### src/rtl/assert_macros.svh
// Assertion macros shared by the quaternion rotator RTL.
`ifndef ASSERT_MACROS_SVH
`define ASSERT_MACROS_SVH

// Clocked property with reset disable; the label names the check.
`define QAAR_ASSERT(lbl, prop, msg) \
  lbl: assert property (@(posedge clk_i) disable iff (!rst_ni) prop) else $error(msg);

// A condition that must never be seen at a clock edge.
`define QAAR_ASSERT_NEVER(lbl, cond, msg) \
  `QAAR_ASSERT(lbl, !(cond), msg)

`endif

### src/rtl/qaar_pkg.sv
// Types, constants and tables of the quaternion axis-angle rotator.
package qaar_pkg;

  localparam int QW = 18;
  localparam int ANGW = 20;

  localparam logic OP_LOAD   = 1'b0;
  localparam logic OP_ROTATE = 1'b1;

  // Constants in Q.30: the CORDIC gain C_K and angles in radians.
  localparam logic signed [34:0] C_K       = 35'sd652032874;
  localparam logic signed [34:0] C_PI      = 35'sd3373259426;
  localparam logic signed [34:0] C_HALF_PI = 35'sd1686629713;
  localparam logic signed [34:0] C_TWO_PI  = 35'sd6746518852;

  typedef enum logic [3:0] {
    ST_IDLE, ST_TRIG, ST_RVEC, ST_HAM1, ST_HAM2, ST_SCALE,
    ST_SQ, ST_SQRT, ST_DIV_GO, ST_DIV_WAIT, ST_OUT
  } qaar_state_e;

  typedef enum logic [2:0] {
    SC_IDLE, SC_REDUCE, SC_FOLD, SC_ROTATE, SC_DONE
  } qaar_sc_state_e;

  typedef struct packed {
    logic en;
    logic first;
    logic neg;
  } qaar_mac_ctl_t;

  typedef struct packed {
    logic [1:0] ia;
    logic [1:0] ib;
    logic       neg;
  } ham_term_t;

  // Term order of the Hamilton product: index = component * 4 + term.
  function automatic ham_term_t ham_term(input logic [3:0] idx);
    ham_term_t t;
    case (idx)
      4'd0:    t = '{2'd0, 2'd0, 1'b0};
      4'd1:    t = '{2'd1, 2'd1, 1'b1};
      4'd2:    t = '{2'd2, 2'd2, 1'b1};
      4'd3:    t = '{2'd3, 2'd3, 1'b1};
      4'd4:    t = '{2'd0, 2'd1, 1'b0};
      4'd5:    t = '{2'd1, 2'd0, 1'b0};
      4'd6:    t = '{2'd2, 2'd3, 1'b0};
      4'd7:    t = '{2'd3, 2'd2, 1'b1};
      4'd8:    t = '{2'd0, 2'd2, 1'b0};
      4'd9:    t = '{2'd1, 2'd3, 1'b1};
      4'd10:   t = '{2'd2, 2'd0, 1'b0};
      4'd11:   t = '{2'd3, 2'd1, 1'b0};
      4'd12:   t = '{2'd0, 2'd3, 1'b0};
      4'd13:   t = '{2'd1, 2'd2, 1'b0};
      4'd14:   t = '{2'd2, 2'd1, 1'b1};
      4'd15:   t = '{2'd3, 2'd0, 1'b0};
      default: t = '{2'd0, 2'd0, 1'b0};
    endcase
    return t;
  endfunction

  // atan(2^-i) in Q.30.
  function automatic logic [29:0] atan_q30(input logic [4:0] i);
    logic [29:0] v;
    case (i)
      5'd0:    v = 30'd843314857;
      5'd1:    v = 30'd497837829;
      5'd2:    v = 30'd263043837;
      5'd3:    v = 30'd133525159;
      5'd4:    v = 30'd67021687;
      5'd5:    v = 30'd33543516;
      5'd6:    v = 30'd16775851;
      5'd7:    v = 30'd8388437;
      5'd8:    v = 30'd4194283;
      5'd9:    v = 30'd2097149;
      5'd10:   v = 30'd1048576;
      5'd11:   v = 30'd524288;
      5'd12:   v = 30'd262144;
      5'd13:   v = 30'd131072;
      5'd14:   v = 30'd65536;
      5'd15:   v = 30'd32768;
      5'd16:   v = 30'd16384;
      5'd17:   v = 30'd8192;
      5'd18:   v = 30'd4096;
      5'd19:   v = 30'd2048;
      5'd20:   v = 30'd1024;
      5'd21:   v = 30'd512;
      5'd22:   v = 30'd256;
      5'd23:   v = 30'd128;
      5'd24:   v = 30'd64;
      5'd25:   v = 30'd32;
      5'd26:   v = 30'd16;
      5'd27:   v = 30'd8;
      5'd28:   v = 30'd4;
      5'd29:   v = 30'd2;
      5'd30:   v = 30'd1;
      default: v = 30'd0;
    endcase
    return v;
  endfunction

endpackage

### src/rtl/qaar_mac.sv
// Shared signed multiply-accumulate unit with one accumulator register.
module qaar_mac #(
  parameter int MA = 32,
  parameter int MB = 32,
  parameter int AW = 66
) (
  input  logic                  clk_i,
  input  qaar_pkg::qaar_mac_ctl_t ctl_i,
  input  logic signed [MA-1:0]  a_i,
  input  logic signed [MB-1:0]  b_i,
  output logic signed [AW-1:0]  sum_o
);
  import qaar_pkg::*;

  logic signed [MA+MB-1:0] prod;
  logic signed [AW-1:0]    ext;
  logic signed [AW-1:0]    base;
  logic signed [AW-1:0]    acc_q;

  assign prod  = a_i * b_i;
  assign ext   = AW'(prod);
  assign base  = ctl_i.first ? '0 : acc_q;
  assign sum_o = ctl_i.neg ? (base - ext) : (base + ext);

  always_ff @(posedge clk_i) begin
    if (ctl_i.en) begin
      acc_q <= sum_o;
    end
  end

endmodule

### config.mk
export PLATFORM = sky130hd
export DESIGN_NAME = qaar_mac
export DESIGN_NICKNAME = d
export VERILOG_FILES = /design/src/rtl/assert_macros.svh /design/src/rtl/qaar_pkg.sv /design/src/rtl/qaar_mac.sv
export SDC_FILE = /design/constraint.sdc
export NUM_CORES = 2
export LEC_CHECK = 0
export BUFFER_PORTS_ARGS = -buffer_cell sky130_fd_sc_hd__buf_4
export CAP_MARGIN = 25
export CORE_ASPECT_RATIO = 1.5
export CORE_MARGIN = 5
export CORE_UTILIZATION = 40
export CTS_CLUSTER_DIAMETER = 100
export CTS_CLUSTER_SIZE = 20
export DETAILED_ROUTE_END_ITERATION = 10
export GPL_TIMING_DRIVEN = 0
export PLACE_DENSITY = 0.63
export SLEW_MARGIN = 0
export SYNTH_ARGS = -nofsm -noshare
export SYNTH_HDL_FRONTEND = slang
export SYNTH_SLANG_ARGS = --single-unit
### constraint.sdc
create_clock -name clk_i -period 21.8 [get_ports clk_i]
set_clock_uncertainty 0.15 [all_clocks]
set_input_delay 3.27 -clock clk_i [delete_from_list [all_inputs] [get_ports clk_i]]
set_output_delay 3.27 -clock clk_i [all_outputs]
set_load 0.03 [all_outputs]
==> flow_metrics.env <==
export IMPL_ctsHoldBuffers=0
export IMPL_fin_setup_tns_ns=0
export IMPL_post_cts_buffers=0
export IMPL_dieArea_um2=118000
export IMPL_min_path_type="reg -> reg"
export IMPL_yosys_area_top_type="fa_1"
export IMPL_cts_max_level=3
export IMPL_maxSlewHeadroom_pct=18.6
export IMPL_reg2reg_from="acc_q[0]"
export IMPL_drtIter0Drc=3073
export IMPL_grt_pass1_wl_um=251000
export IMPL_synthFlopType="edfxtp_1"
export IMPL_startpoint_type="primary input"
export IMPL_status="finished, final reports clean"
export IMPL_maxCapViolCount=0
export IMPL_ys_ff_latch=66
export IMPL_top_register="acc_q"
export IMPL_holdPathStages=3
export IMPL_cts_made_buffers=9
export IMPL_hold_ws_ns=0.645
export IMPL_reg2reg_depth=15
export IMPL_crit_path_top_delay_cell="clkbuf_1"
export IMPL_cts_path_max_buffers=2
export IMPL_critical_path_class="in -> out"
export IMPL_finalSetupViolations=0
export IMPL_hold_viol=0
export IMPL_crit_path_end_kind="primary output"
export IMPL_gp_congestion=1.04
export IMPL_async_flop_share_pct=0
export IMPL_port_buffers=133
export IMPL_rows=150
export IMPL_crit_required_ns=18.38
export IMPL_hpwl_um=145000
export IMPL_r2r_end="acc_q[64]"
export IMPL_core_um2=111000
export IMPL_clk_latency_ns=0.35
export IMPL_drive_above_1_share_pct=4.24
export IMPL_num_fill_cells=11100
export IMPL_path_common_cell="fa_1"
export IMPL_die_h_um=419
export IMPL_grt_antenna_before_repair=13
export IMPL_slew_violations=0
export IMPL_postSynthCellCount=4904
export IMPL_top_regs="acc_q x66"
export IMPL_synth_nets=6305
export IMPL_min_to="acc_q[0]"
export IMPL_hold_path_startpoint="acc_q[0]"
export IMPL_areaGrowthSynthToFinish_pct=7.55
export IMPL_grt_ovfl_total=0
export IMPL_avgSynthCellArea_um2=9.08
export IMPL_drc=0
export IMPL_seq_area_frac_synth_pct=4.45
export IMPL_drtPass1Iterations=5
export IMPL_fmax_mhz=52.1
export IMPL_nNetsFinal=6465
export IMPL_io_pins=134
export IMPL_start_util_pct=40.1
export IMPL_wire_per_inst_um=25.7
export IMPL_clockRootBuffer="clkbuf_16"
export IMPL_finalCritPeriodShare_pct=88.0
export IMPL_die_w_um=282
export IMPL_critPathMaxStageDelay_ns=0.85
export IMPL_worstPathArrival_ns=15.77
export IMPL_tritoncts="done"
export IMPL_drtAntennaViolNets=0
export IMPL_cts_sinks=66
export IMPL_clk_pin_slew_ns=0.06
export IMPL_post_route_util_pct=43.1
export IMPL_rrSetupSlack_ns=17.08
export IMPL_synth_distinct_cells=89
export IMPL_via_per_inst=5.45
export IMPL_grt_max_degree=67
export IMPL_largest_reg_flops=66
export IMPL_path_max_fanout=10
export IMPL_yosys_warnings=0
export IMPL_ctsResizeCount=0
export IMPL_netlist_area_leader_share_pct=48.7
export IMPL_syn_area_um2=44500
export IMPL_tightest_slew_ns=1.22
export IMPL_grt_pass1_vias=38600
export IMPL_rsz0062_at_grt="false"
export IMPL_grt_total_usage_pct=28.9
export IMPL_wl_um=167000
export IMPL_dr_total_vias=35600
export IMPL_fin_crit_ns=19.19
export IMPL_synth_edf_count=66
export IMPL_synth_area_leaders="fa_1, inv_1, and2_1"
-- kinds of logic (layout without fill, tap and decap cells) --
kind of cell    after synthesis  in the layout  synth area share, %
simple gates               1560           1560                 17.9
fa+ha+maj                  1333           1333                 55.7
buf+inv                    1238           1403                 10.6
compound gates              524            524                 7.77
xor+xnor                    176            176                 3.46
flops                        66             66                 4.45
mux                           7              7                0.157
other cells                   0             14                    0
-- worst max-delay path, delay by kind of cell --
| kind | cells | cell delay, ns |
|---|---|---|
| adder cells (fa/ha/maj) | 10 | 4.88 |
| AO/OA/AOI/OAI | 13 | 3.13 |
| AND/OR/NAND/NOR | 7 | 2.35 |
| buffers and inverters | 8 | 1.54 |
| XOR/XNOR | 3 | 0.55 |
-- synth_stat cells, drive strengths merged (6+ instances only) --
library cell and number:
buf 19, a21oi 165, fa 1083, a21o 52, xor2 50, o31ai 11
nor2b 82, nor3 43, or4 6, nand2b 25, xnor2 126, and4 9
a31oi 34, a41oi 8, or3 13, a21boi 9, edfxtp 66, o211ai 19
nand3 37, inv 985, nand4 34, and2 503, o2111ai 10, nor4 12
o21ai 93, nor2 135, and3 24, a211oi 20, mux2i 7, o21a 23
a221oi 8, ha 250, o21bai 22, clkbuf 234, nand2 609
-- cells in the final DEF (no fill, tap or decap), types with 24 or more instances in the layout --
cell type and n:
clkbuf_1 234, and3_1 24, xnor2_1 126, buf_4 134
nor3_1 42, ha_1 250, fa_1 1083, a21oi_1 162
a21o_1 51, nand2b_1 25, nand3_1 37, o21ai_0 88
a31oi_1 34, nand2_1 609, inv_1 985, nor2_1 135
nand4_1 33, nor2b_1 82, edfxtp_1 66, xor2_1 50
and2_1 503
-- per-layer routing --
metal	wire, um	vias to the layer above	global-route usage (%)
met2	82400	1600	49.5
met1	59400	18200	33.7
met4	14800	2	19.7
met3	10800	472	3.50
met5	9	-	0
li1	-	15300	-
-- cell type report --
class / instances / area [um^2] / area share (%)
buffer: 253 / 1010 / 2.10
tap: 1444 / 1810 / 3.77
clock buffer: 9 / 225 / 0.470
multi-input combinational: 3600 / 37800 / 79.0
antenna: 14 / 35.0 / 0.0732
inverter: 985 / 3700 / 7.72
clock inverter: 7 / 36.3 / 0.0758
timing repair buffer: 149 / 1260 / 2.62
sequential: 66 / 1980 / 4.14
-- worst max-delay path by stage --
| stage | from | to | slack [ns] | cells past startpoint |
|---|---|---|---|---|
| global placement | a_i[12] | sum_o[64] | 2.84 | 41 |
| detailed placement | b_i[8] | sum_o[64] | 2.83 | 42 |
| global route | b_i[8] | sum_o[64] | 2.11 | 42 |
| finish | b_i[8] | sum_o[64] | 2.61 | 41 |
| CTS | b_i[8] | sum_o[64] | 2.74 | 42 |
| floorplan | a_i[31] | sum_o[65] | 4.88 | 37 |
-- stage by stage --
| stage | cell area, um^2 | worst slack (ns) | instances |
|---|---|---|---|
| 2_1_floorplan | 44500 | 4.88 | 4904 |
| 3_3_place_gp | 47300 | 2.84 | 6481 |
| 3_5_place_dp | 47600 | 2.83 | 6495 |
| 4_1_cts | 47800 | 2.74 | 6511 |
| 5_1_grt | 47900 | 2.11 | 6520 |
| 6_report | 47900 | 2.61 | 6527 |
Power is left out: the tool's default activity adds up to more than one toggle a clock period on the data nets, which glitch-free logic cannot reach.
