File: src/rtl/assert_macros.svh
// Assertion macros shared by the quaternion rotator RTL.
`ifndef ASSERT_MACROS_SVH
`define ASSERT_MACROS_SVH

// Clocked property with reset disable; the label names the check.
`define QAAR_ASSERT(lbl, prop, msg) \
  lbl: assert property (@(posedge clk_i) disable iff (!rst_ni) prop) else $error(msg);

// A condition that must never be seen at a clock edge.
`define QAAR_ASSERT_NEVER(lbl, cond, msg) \
  `QAAR_ASSERT(lbl, !(cond), msg)

`endif

File: src/rtl/qaar_pkg.sv
// Types, constants and tables of the quaternion axis-angle rotator.
package qaar_pkg;

  localparam int QW = 18;
  localparam int ANGW = 20;

  localparam logic OP_LOAD   = 1'b0;
  localparam logic OP_ROTATE = 1'b1;

  // Constants in Q.30: the CORDIC gain C_K and angles in radians.
  localparam logic signed [34:0] C_K       = 35'sd652032874;
  localparam logic signed [34:0] C_PI      = 35'sd3373259426;
  localparam logic signed [34:0] C_HALF_PI = 35'sd1686629713;
  localparam logic signed [34:0] C_TWO_PI  = 35'sd6746518852;

  typedef enum logic [3:0] {
    ST_IDLE, ST_TRIG, ST_RVEC, ST_HAM1, ST_HAM2, ST_SCALE,
    ST_SQ, ST_SQRT, ST_DIV_GO, ST_DIV_WAIT, ST_OUT
  } qaar_state_e;

  typedef enum logic [2:0] {
    SC_IDLE, SC_REDUCE, SC_FOLD, SC_ROTATE, SC_DONE
  } qaar_sc_state_e;

  typedef struct packed {
    logic en;
    logic first;
    logic neg;
  } qaar_mac_ctl_t;

  typedef struct packed {
    logic [1:0] ia;
    logic [1:0] ib;
    logic       neg;
  } ham_term_t;

  // Term order of the Hamilton product: index = component * 4 + term.
  function automatic ham_term_t ham_term(input logic [3:0] idx);
    ham_term_t t;
    case (idx)
      4'd0:    t = '{2'd0, 2'd0, 1'b0};
      4'd1:    t = '{2'd1, 2'd1, 1'b1};
      4'd2:    t = '{2'd2, 2'd2, 1'b1};
      4'd3:    t = '{2'd3, 2'd3, 1'b1};
      4'd4:    t = '{2'd0, 2'd1, 1'b0};
      4'd5:    t = '{2'd1, 2'd0, 1'b0};
      4'd6:    t = '{2'd2, 2'd3, 1'b0};
      4'd7:    t = '{2'd3, 2'd2, 1'b1};
      4'd8:    t = '{2'd0, 2'd2, 1'b0};
      4'd9:    t = '{2'd1, 2'd3, 1'b1};
      4'd10:   t = '{2'd2, 2'd0, 1'b0};
      4'd11:   t = '{2'd3, 2'd1, 1'b0};
      4'd12:   t = '{2'd0, 2'd3, 1'b0};
      4'd13:   t = '{2'd1, 2'd2, 1'b0};
      4'd14:   t = '{2'd2, 2'd1, 1'b1};
      4'd15:   t = '{2'd3, 2'd0, 1'b0};
      default: t = '{2'd0, 2'd0, 1'b0};
    endcase
    return t;
  endfunction

  // atan(2^-i) in Q.30.
  function automatic logic [29:0] atan_q30(input logic [4:0] i);
    logic [29:0] v;
    case (i)
      5'd0:    v = 30'd843314857;
      5'd1:    v = 30'd497837829;
      5'd2:    v = 30'd263043837;
      5'd3:    v = 30'd133525159;
      5'd4:    v = 30'd67021687;
      5'd5:    v = 30'd33543516;
      5'd6:    v = 30'd16775851;
      5'd7:    v = 30'd8388437;
      5'd8:    v = 30'd4194283;
      5'd9:    v = 30'd2097149;
      5'd10:   v = 30'd1048576;
      5'd11:   v = 30'd524288;
      5'd12:   v = 30'd262144;
      5'd13:   v = 30'd131072;
      5'd14:   v = 30'd65536;
      5'd15:   v = 30'd32768;
      5'd16:   v = 30'd16384;
      5'd17:   v = 30'd8192;
      5'd18:   v = 30'd4096;
      5'd19:   v = 30'd2048;
      5'd20:   v = 30'd1024;
      5'd21:   v = 30'd512;
      5'd22:   v = 30'd256;
      5'd23:   v = 30'd128;
      5'd24:   v = 30'd64;
      5'd25:   v = 30'd32;
      5'd26:   v = 30'd16;
      5'd27:   v = 30'd8;
      5'd28:   v = 30'd4;
      5'd29:   v = 30'd2;
      5'd30:   v = 30'd1;
      default: v = 30'd0;
    endcase
    return v;
  endfunction

endpackage

File: src/rtl/qaar_div.sv
// Restoring divider for the rounded normalisation quotient, one bit a cycle.
module qaar_div #(
  parameter int FRAC_BITS = 16
) (
  input  logic        clk_i,
  input  logic        rst_ni,
  input  logic        start_i,
  input  logic [30:0] num_i,
  input  logic [31:0] den_i,
  output logic        done_o,
  output logic [18:0] quo_o,
  output logic        ovf_o
);
  import qaar_pkg::*;

  localparam int DW = (FRAC_BITS + 33 > 52) ? FRAC_BITS + 33 : 52;

  logic          busy_q, done_q, ovf_q;
  logic [4:0]    i_q;
  logic [DW-1:0] rem_q, num_v, sub_v;
  logic [31:0]   den_q;
  logic [18:0]   quo_q;

  // Numerator carries half the divisor so that the quotient rounds to nearest.
  assign num_v = (DW'(num_i) << FRAC_BITS) + DW'(den_i >> 1);
  assign sub_v = DW'(den_q) << i_q;

  always_ff @(posedge clk_i or negedge rst_ni) begin
    if (!rst_ni) begin
      busy_q <= 1'b0;
      done_q <= 1'b0;
    end else begin
      done_q <= busy_q && (i_q == 5'd0);
      if (start_i) begin
        busy_q <= 1'b1;
      end else if (i_q == 5'd0) begin
        busy_q <= 1'b0;
      end
    end
  end

  always_ff @(posedge clk_i) begin
    if (start_i) begin
      rem_q <= num_v;
      den_q <= den_i;
      ovf_q <= num_v >= (DW'(den_i) << 19);
      quo_q <= '0;
      i_q   <= 5'd18;
    end else if (busy_q) begin
      if (rem_q >= sub_v) begin
        rem_q      <= rem_q - sub_v;
        quo_q[i_q] <= 1'b1;
      end
      i_q <= i_q - 1'b1;
    end
  end

  assign done_o = done_q;
  assign quo_o  = quo_q;
  assign ovf_o  = ovf_q;

endmodule

File: config.mk
export PLATFORM = sky130hd
export DESIGN_NAME = qaar_div
export DESIGN_NICKNAME = d
export VERILOG_FILES = /design/src/rtl/assert_macros.svh /design/src/rtl/qaar_pkg.sv /design/src/rtl/qaar_div.sv
export SDC_FILE = /design/constraint.sdc
export NUM_CORES = 1
export LEC_CHECK = 0
export BUFFER_PORTS_ARGS = -buffer_cell sky130_fd_sc_hd__clkbuf_2
export CAP_MARGIN = 25
export CORE_MARGIN = 5
export CORE_UTILIZATION = 30
export DETAILED_ROUTE_END_ITERATION = 10
export GPL_TIMING_DRIVEN = 0
export SKIP_LAST_GASP = 1
export SLEW_MARGIN = 20
export SYNTH_ARGS = -nofsm -noshare
export SYNTH_HDL_FRONTEND = slang
export SYNTH_SLANG_ARGS = --single-unit
export TNS_END_PERCENT = 30
File: constraint.sdc
create_clock -name clk_i -period 23 [get_ports clk_i]
set_clock_uncertainty 0.1 [all_clocks]
set_input_delay 3.45 -clock clk_i [delete_from_list [all_inputs] [get_ports clk_i]]
set_output_delay 3.45 -clock clk_i [all_outputs]
set_load 0.01 [all_outputs]
==> reports/results.txt, run 1 <==
Final setup viols -> 0
Worst min-delay path class -> reg -> reg
Via count of the first global-routing pass -> 9598
CTS buffer count -> 9
Fmax -> 129.3 MHz
Final worst path period share -> 0.3364
Vias/cell -> 5.522
Rows -> 68
M1 WL -> 17840 µm
Synthesis Warnings -> 0
Worst EP arrival -> 7.76 ns
CTS tree -> built
Hold WS -> 0.3677 ns
Leak -> 4.849 nW
GPL Wtd Cong -> 0.9739
EDFF count, synth -> 85
Chip width -> 197.1 µm
First-pass GRT wire length -> 58380 µm
Hpwl dp -> 31560 µm
Syn-to-layout area delta -> 12.89%
Hold_buf cts -> 0
Top cells by count, synth -> nand2_1, a21oi_1, nor2_1
Max incr delay on CP -> 0.52 ns
Clk buf depth -> 2
Area contributors post-synth -> edfxtp_1, ha_1, a21oi_1
Status -> finished, final reports clean
Initial cell density of the core -> 0.3042
Hold depth -> 1
Core area -> 34540 µm²
# fillers -> 3721
Most frequent cell after synthesis -> nand2_1
Overflow after GRT -> 0
Slowest-stage cell, CP -> a21oi_1
Critical path class -> in -> reg
Area leader, netlist -> edfxtp_1
H-tree Lvls -> 3
Post CTS Setup Buffer Count -> 0
RR Endpoint -> rem_q[6]
Slew Limit Fails -> 0
Flops & latches, synth -> 111
Avg WL per Cell -> 21.76 µm
Sequential element share of the synthesized area -> 0.2934
Die area -> 38860 µm²
Highest routed metal layer -> met4
Hold Startpoint -> quo_o[4]
Hold Path Sink -> quo_o[4]
Via Count -> 9830
Power Dens Cells -> 139.0 nW/µm²
Max-Cap Viols -> 0
DRT iter0 DRCs -> 849
CP required -> 23.02 ns
Die Y -> 197.1 µm
Setup crit start kind -> primary input
Peak supply drop -> 0.04769 mV
Reg2reg setup slack -> 15.85 ns
I/O Pins -> 87
Residual DRC -> 0
R2R cell count -> 20
Routed wl met3 -> 2392 µm
Slew HR -> 0.3219
Avg Inst Size Synth -> 8.605 µm²
Tmin final -> 7.736 ns
DRT antenna net count -> 0
Tot GR Track Use -> 0.1946
Met2 WL -> 17730 µm
CTS-repair resized insts -> 0
Number of diodes -> 0
Cell Chain, Critical Path -> clkbuf_2, ha_1, fa_1, a211oi_1, o21ai_0, a41oi_1, o21ai_0, nand2_1, a21oi_1, nand4_1, xnor2_1, ha_1, a21o_1, a21o_1, a21oi_1, o21ai_0, a21o_1, a221oi_1, a21o_1, a2111oi_0
Synth top area share -> 0.2429
Clk_lat worst skew -> 0.37 ns
Layout cell share with drive strength beyond 1 -> 0.1298
Total Negative Setup Slacks -> 0 ns
Sink Count -> 111
Crit end category -> flip-flop
Final WL -> 38730 µm
Worst-Margin Slew -> 1.017 ns
Cells after Synth -> 1221
Final net count -> 1488
Reg2Reg Launch Point -> i_q[1]
Reg clk slew, reported paths -> 0.09 ns
Unique masters post-synth -> 77
Final Hold Vio Count -> 0
Post-Syn Area -> 10510 µm²
Critical path's most frequent cell -> a21o_1
Main synth FF type -> edfxtp_1
Initial antenna violation count -> 0
Pin count of the biggest net entering global routing -> 41
Port Buffer Count -> 86
Syn nets -> 1389
Iteration count of the initial detailed-routing pass -> 5
RSZ-0062 raised after global routing -> no
CP max FO -> 7
Asr flop ratio synth -> 0.01802
CTS root buffer -> clkbuf_16
[layer usage]
| layer | track usage | vias up |
|---|---|---|
| li1 | - | 4696 |
| met1 | 0.2753 | 4736 |
| met2 | 0.3172 | 354 |
| met3 | 0.02575 | 44 |
| met4 | 0.04545 | 0 |
| met5 | 0 | - |
[layout by cell type (no fill, tap or decap), types with 7 or more instances in the layout]
master and n:
a21oi_1 124, nand2_1 142, mux2i_1 30, buf_1 7, ha_1 100, and3_1 10
clkbuf_16 9, nor3_1 13, o2bb2ai_1 16, nor2b_1 16, nand3_1 19, dfxtp_1 24
edfxtp_1 85, inv_1 54, o21a_1 7, o21bai_1 12, nand4_1 25, nor2_1 105
mux4_2 15, a211oi_1 10, xnor2_1 49, nor4_1 8, o21ai_0 97, clkbuf_1 44
mux2_2 22, a21o_1 29, xor2_1 30, clkbuf_2 85, nand2b_1 15, buf_2 8
[sequential cells by signal (all words and copies together), names as in the netlist]
name    flops
rem_q      52
ovf_o       1
busy_q      1
den_q      32
quo_o      19
i_q         5
done_o      1
[worst max-delay path: cells and delay by family]
kind	cells	cell delay (ns)
xor gates and xnor gates	1	0.26
adders and majority gates	3	0.77
and+or+nand+nor	2	0.35
AOI/OAI and AO/OA	13	2.74
buffers and inverters	1	0.17
[cells by family after synthesis]
kind of cell	after synthesis	synth area share
and+or+nand+nor	378	0.1660
AOI/OAI and AO/OA	367	0.2238
buffers and inverters	116	0.04263
DFF	111	0.2934
adders and majority gates	102	0.1229
xor gates and xnor gates	79	0.06586
muxes	68	0.08539
[worst max path at each step]
stage	from	endpoint	slack (ns)	cells after the start
floorplan	i_q[1]	rem_q[0]	14.91	19
global placement	i_q[1]	rem_q[21]	10.03	19
detailed placement	den_i[17]	ovf_o	14.86	20
CTS	den_i[17]	ovf_o	15.27	20
global route	den_i[17]	ovf_o	14.97	20
finish	den_i[17]	ovf_o	15.26	20
[layout make-up]
type                    instances  area (µm²)  share of cell area
clock inverters                 7       62.56            0.005275
plain buffers                  59       234.0             0.01973
repair buffers                 88       485.5             0.04093
inverters                      57       214.0             0.01804
flip-flops and latches        111        3083              0.2599
clock buffers                   9       225.2             0.01899
multi-input cells             994        6987              0.5891
well taps                     455       569.3             0.04800
[where the power goes]
group	switching (mW)	internal, mW	total [mW]
logic	0.716	0.436	1.15
registers	0.0249	0.308	0.333
clock network	0.0871	0.0761	0.163
total	0.828	0.821	1.65
[stage by stage]
step	instances	setup slack, ns	utilization	cell area (µm²)	power (mW)
2_1_floorplan	1221	14.91	-	10510	1.178
3_5_place_dp	1764	14.86	0.3350	11570	1.467
4_1_cts	1780	15.27	0.3433	11860	1.636
6_report	1780	15.26	0.3433	11860	1.649
3_3_place_gp	1762	10.03	0.3331	11510	1.465
5_1_grt	1780	14.97	0.3433	11860	1.778
Power figures use the tool's default switching activity.
==> run 2: changes to the inputs <==
--- a/config.mk
+++ b/config.mk
@@ -5,6 +5,7 @@
 export SDC_FILE = /design/constraint.sdc
 export NUM_CORES = 1
 export LEC_CHECK = 0
+export ABC_AREA = 1
 export BUFFER_PORTS_ARGS = -buffer_cell sky130_fd_sc_hd__clkbuf_2
 export CAP_MARGIN = 25
 export CORE_MARGIN = 5
==> constraint.sdc (replaced) <==
create_clock -name clk_i -period 8.05 [get_ports clk_i]
set_clock_uncertainty 0.1 [all_clocks]
set_input_delay 1.2075 -clock clk_i [delete_from_list [all_inputs] [get_ports clk_i]]
set_output_delay 1.2075 -clock clk_i [all_outputs]
set_load 0.01 [all_outputs]
==> reports/results.txt, run 2 <==
Sink Count -> 111
RR Endpoint -> rem_q[43]
Pre-CTS WS -> 3.148 ns
Final WL -> 48770 µm
Final Instance Area -> 13820 µm²
CTS-repair resized insts -> 0
DRT antenna net count -> 0
Via count of the first global-routing pass -> 12234
Crit end category -> flip-flop
Slew Limit Fails -> 0
Critical path class -> reg -> reg
RSZ-0062 raised after global routing -> no
Core area -> 40830 µm²
Hpwl dp -> 41630 µm
Syn nets -> 2160
Number of diodes -> 0
Area leader, netlist -> edfxtp_1
CTS tree -> built
DRT iter0 DRCs -> 1365
GPL Wtd Cong -> 0.9967
Tmin final -> 5.040 ns
CP required -> 8.02 ns
Asr flop ratio synth -> 0.01802
Pin count of the biggest net entering global routing -> 51
Hold_buf cts -> 0
Final setup viols -> 0
EDFF count, synth -> 85
Final Power -> 5.017 mW
Most frequent cells in the layout -> nand2_1, inv_1, o21ai_0, nor2_1, nand3_1
Hold depth -> 2
Initial antenna violation count -> 0
Cells after Synth -> 1992
Worst min-delay path class -> reg -> reg
Final net count -> 2258
Slew HR -> 0.3898
Worst-Margin Slew -> 0.9152 ns
H-tree Lvls -> 3
Area contributors post-synth -> edfxtp_1, nand2_1, ha_1
Chip width -> 213.1 µm
Initial cell density of the core -> 0.3031
R2R cell count -> 22
Via Count -> 13487
Leak -> 6.848 nW
CTS root buffer -> clkbuf_16
CP max FO -> 50
Clk buf depth -> 2
Max reg flops -> 52
Avg Inst Size Synth -> 6.213 µm²
Unique masters post-synth -> 54
Residual DRC -> 0
Final Util -> 0.3386
I/O Pins -> 87
Flops & latches, synth -> 111
CTS buffer count -> 9
Fmax -> 198.4 MHz
Post-DP Area -> 13510 µm²
Avg WL per Cell -> 18.57 µm
Reg clk slew, reported paths -> 0.09 ns
Vias/cell -> 5.134
Synthesis Warnings -> 0
Overflow after GRT -> 0
Status -> finished, final reports clean
Final Hold Vio Count -> 0
Die Y -> 213.1 µm
Setup crit start kind -> flip-flop
Post CTS Setup Buffer Count -> 0
Final worst setup slack -> 3.010 ns
Main synth FF type -> edfxtp_1
Worst EP arrival -> 5.01 ns
Peak supply drop -> 0.1579 mV
Layout cell share with drive strength beyond 1 -> 0.09165
Final worst path period share -> 0.6260
Total Negative Setup Slacks -> 0 ns
First-pass GRT wire length -> 72860 µm
Synth top area share -> 0.2062
Clk_lat worst skew -> 0.41 ns
Hold Startpoint -> quo_o[7]
Most frequent cell after synthesis -> nand2_1
Tot GR Track Use -> 0.2114
Port Buffer Count -> 86
Biggest register -> rem_q
Sequential element share of the synthesized area -> 0.2491
Reg2reg setup slack -> 3.01 ns
Reg2Reg Launch Point -> i_q[1]
Top cells by count, synth -> nand2_1, inv_1, o21ai_0
Iteration count of the initial detailed-routing pass -> 6
Max-Cap Viols -> 0
Syn-to-layout area delta -> 11.70%
Rows -> 74
Commonest non-fill, non-tap cell in the layout -> nand2_1
Die area -> 45420 µm²
Hold Path Sink -> quo_o[7]
Power Dens Cells -> 362.9 nW/µm²
Post-Syn Area -> 12380 µm²
==> run 2: cell types whose count changed after synthesis, moves of 19 or more <==
cell      change
nand2_1     +497
inv_1       +234
nand3_1     +118
o21ai_0      +54
nor2_1       +43
xnor2_1      -41
a21o_1       -27
mux2_2       -22
mux2i_1      -22
clkbuf_1     -19
==> run 2: through the flow <==
stage | hold WS [ns] | std cells
after CTS | 0.3527 | 2627
final | 0.3506 | 2627
after global placement | 0.3360 | 2610
after global routing | 0.3749 | 2627
after detailed placement | 0.3390 | 2611
after floorplan | 0.3714 | 1992
==> run 2: final cells by class <==
cell class	instances	area, µm²
Fill cell	4568	27010
Multi-Input combinational cell	1526	7883
Sequential cell	111	3083
Inverter	304	1141
Tap cell	532	665.6
Timing Repair Buffer	87	457.9
Buffer	51	277.8
Clock buffer	9	225.2
Clock inverter	7	91.34
==> run 2: worst max-delay path, stage by stage (launching register included) <==
cell     delay (ns)
dfxtp_1        0.38
buf_2          0.24
buf_1          0.43
nor2_1         0.10
a31oi_1        0.23
nand2_1        0.10
o21ai_0        0.17
mux2i_1        0.17
o21ai_0        0.54
inv_1          0.12
ha_1           0.47
nand2_1        0.17
nor2_2         0.20
nand2_1        0.07
inv_1          0.09
nand2_1        0.08
inv_1          0.07
nand3_1        0.09
nand2_2        0.19
buf_6          0.17
nand2_1        0.09
nand2_4        0.12
buf_16         0.27
==> run 2: worst max-delay path by stage <==
stage	start	end	slack [ns]	cells past startpoint
global placement	i_q[0]	rem_q[50]	1.74	21
finish	i_q[1]	rem_q[43]	3.01	22
floorplan	i_q[0]	rem_q[0]	3.71	26
CTS	i_q[1]	rem_q[43]	3.13	22
detailed placement	i_q[1]	rem_q[50]	3.15	22
global route	i_q[1]	rem_q[43]	2.78	22
==> run 2: kinds of logic after synthesis <==
group | count (synthesis) | share of synthesized area
AND/OR/NAND/NOR | 1055 | 0.3623
multiplexers | 8 | 0.006470
adder cells (fa/ha/maj) | 102 | 0.1043
AO/OA/AOI/OAI | 338 | 0.1469
XOR/XNOR | 23 | 0.01628
flip-flops | 111 | 0.2491
buffers and inverters | 355 | 0.1146
==> run 2: layer usage <==
| layer | wire, µm | global-route usage |
|---|---|---|
| met1 | 23100 | 0.3053 |
| met2 | 21740 | 0.3394 |
| met3 | 2918 | 0.02498 |
| met4 | 1014 | 0.04789 |
| met5 | 0 | 0 |
==> run 2: report_power, final <==
| group | internal, mW | switching [mW] | total (mW) |
|---|---|---|---|
| clock | 0.228 | 0.271 | 0.499 |
| sequential | 0.860 | 0.0634 | 0.923 |
| combinational | 1.11 | 2.48 | 3.59 |
==> run 3: changes to the inputs <==
--- a/config.mk
+++ b/config.mk
@@ -5,7 +5,7 @@
 export SDC_FILE = /design/constraint.sdc
 export NUM_CORES = 1
 export LEC_CHECK = 0
-export ABC_AREA = 1
+export ABC_AREA = 0
 export BUFFER_PORTS_ARGS = -buffer_cell sky130_fd_sc_hd__clkbuf_2
 export CAP_MARGIN = 25
 export CORE_MARGIN = 5
==> constraint.sdc (replaced) <==
create_clock -name clk_i -period 4.4 [get_ports clk_i]
set_clock_uncertainty 0.1 [all_clocks]
set_input_delay 0.66 -clock clk_i [delete_from_list [all_inputs] [get_ports clk_i]]
set_output_delay 0.66 -clock clk_i [all_outputs]
set_load 0.01 [all_outputs]
==> reports/results.txt, run 3 (synthesis results as in run 1) <==
Critical path class -> reg -> reg
GRT met2 Usage -> 0.3243
R2R cell count -> 19
Crit end category -> flip-flop
DRT antenna net count -> 0
Chip width -> 197.1 µm
Die area -> 38860 µm²
Hpwl dp -> 31820 µm
Fmax -> 214.1 MHz
Residual DRC -> 0
CP max FO -> 9
Met1 Usage GRT -> 0.2841
Max reg flops -> 52
# fillers -> 3515
Worst EP arrival -> 4.66 ns
Hold Path Sink -> quo_o[2]
Most frequent cells in the layout -> nand2_1, nor2_1, a21oi_1, clkbuf_2, edfxtp_1
Commonest non-fill, non-tap cell in the layout -> nand2_1
Status -> finished, violations left
Reg2Reg Launch Point -> i_q[0]
RR Endpoint -> rem_q[12]
DRT iter0 DRCs -> 835
CTS buffer count -> 9
Hold Startpoint -> quo_o[2]
GRT met3 Usage -> 0.02524
Port Buffer Count -> 86
Most used routing layer -> met2
CTS tree -> built
Tmin final -> 4.671 ns
Sink Count -> 111
First-pass GRT wire length -> 60170 µm
Slew HR -> 0.3571
Initial antenna violation count -> 0
Pin count of the biggest net entering global routing -> 30
Core area -> 34540 µm²
Setup crit start kind -> flip-flop
I/O Pins -> 87
CTS root buffer -> clkbuf_16
Final WL -> 41140 µm
Worst-Margin Slew -> 0.9644 ns
Rows -> 68
Avg WL per Cell -> 22.38 µm
Leak -> 5.487 nW
Via Count -> 10294
H-tree Lvls -> 3
RSZ-0062 raised after global routing -> yes
Final worst path period share -> 1.062
Register Area -> 3088 µm²
Tot GR Track Use -> 0.2007
Failing checks -> setup timing
Clk_lat worst skew -> 0.37 ns
Reg2reg setup slack -> -0.27 ns
GPL Wtd Cong -> 0.9714
Number of diodes -> 0
Hold depth -> 1
Die Y -> 197.1 µm
Layout cell share with drive strength beyond 1 -> 0.2907
Via count of the first global-routing pass -> 9924
Final Power -> 10.36 mW
Final net count -> 1546
Power Dens Cells -> 758.6 nW/µm²
Vias/cell -> 5.601
Worst min-delay path class -> reg -> reg
Clk buf depth -> 2
Max-Cap Viols -> 0
Peak supply drop -> 0.2607 mV
Overflow after GRT -> 0
Syn-to-layout area delta -> 30.01%
Final Util -> 0.3954
Biggest register -> rem_q
Final Hold Vio Count -> 0
Reg clk slew, reported paths -> 0.08 ns
Final worst setup slack -> -0.2708 ns
Iteration count of the initial detailed-routing pass -> 6
Initial cell density of the core -> 0.3042
CP required -> 4.39 ns
Final setup viols -> 86
Area of the multi-input gates -> 7934 µm²
Slew Limit Fails -> 0
-- run 3: how the worst max path moves through the flow --
stage                start   endpoint  cells past startpoint
floorplan           i_q[1]   rem_q[0]                     19
global placement    i_q[0]  rem_q[22]                     17
detailed placement  i_q[0]  rem_q[19]                     18
CTS                 i_q[1]  rem_q[50]                     21
global route        i_q[0]  rem_q[38]                     18
finish              i_q[0]  rem_q[12]                     19
-- run 3: repair_timing --
| action | in CTS | in global routing |
|---|---|---|
| resized for setup | 147 | 88 |
| setup buffers | 27 | 29 |
| hold buffers | 1 | 0 |
| endpoints found under the hold margin | 2 | 0 |
| setup endpoints to repair | 104 | 97 |
| cloned | 1 | 8 |
| pin swaps | 28 | 44 |
-- run 3: area by class of cell --
type / instances / area share
multi-input cells: 994 / 0.5808
clock buffers: 11 / 0.01869
clock inverters: 5 / 0.002656
well taps: 455 / 0.04168
inverters: 57 / 0.01603
repair buffers: 155 / 0.08693
flip-flops and latches: 111 / 0.2261
plain buffers: 50 / 0.02711
-- run 3: critical path, stage by stage (launching register included) --
cell	delay [ns]
dfxtp_4	0.45
buf_12	0.15
mux4_2	0.55
mux2i_4	0.18
mux2_4	0.18
nor2_1	0.05
a21oi_2	0.24
ha_1	0.19
buf_6	0.14
nand2_4	0.08
o41ai_4	0.40
a221oi_2	0.14
o21bai_2	0.20
buf_4	0.15
nor2_4	0.05
o31ai_4	0.34
a31oi_4	0.19
o21ai_4	0.18
buf_12	0.21
clkbuf_16	0.20
-- run 3: metal layers --
metal / share of wire / vias up
met1: 0.44 / 4919
met2: 0.46 / 477
met3: 0.074 / 80
met5: 0 / -
li1: - / 4818
met4: 0.032 / 0
-- run 3: power by group --
part	switching [mW]	total, mW	internal, mW
clock network	0.428	0.854	0.426
registers	0.162	1.77	1.61
logic	4.40	7.73	3.33
total	4.99	10.4	5.37
-- run 3: stage by stage --
step | TNS, ns | setup WS [ns] | hold slack, ns | instance area [µm²] | instances
after floorplan | -6.965 | -0.1333 | 0.2644 | 10640 | 1221
after global placement | -143.12 | -2.113 | 0.3470 | 11640 | 1762
after detailed placement | -100.32 | -1.358 | 0.3487 | 11720 | 1765
after CTS | -5.294 | -0.1053 | 0.3725 | 12900 | 1806
after global routing | -23.77 | -0.3537 | 0.3852 | 13660 | 1838
final | -16.33 | -0.2708 | 0.3720 | 13660 | 1838
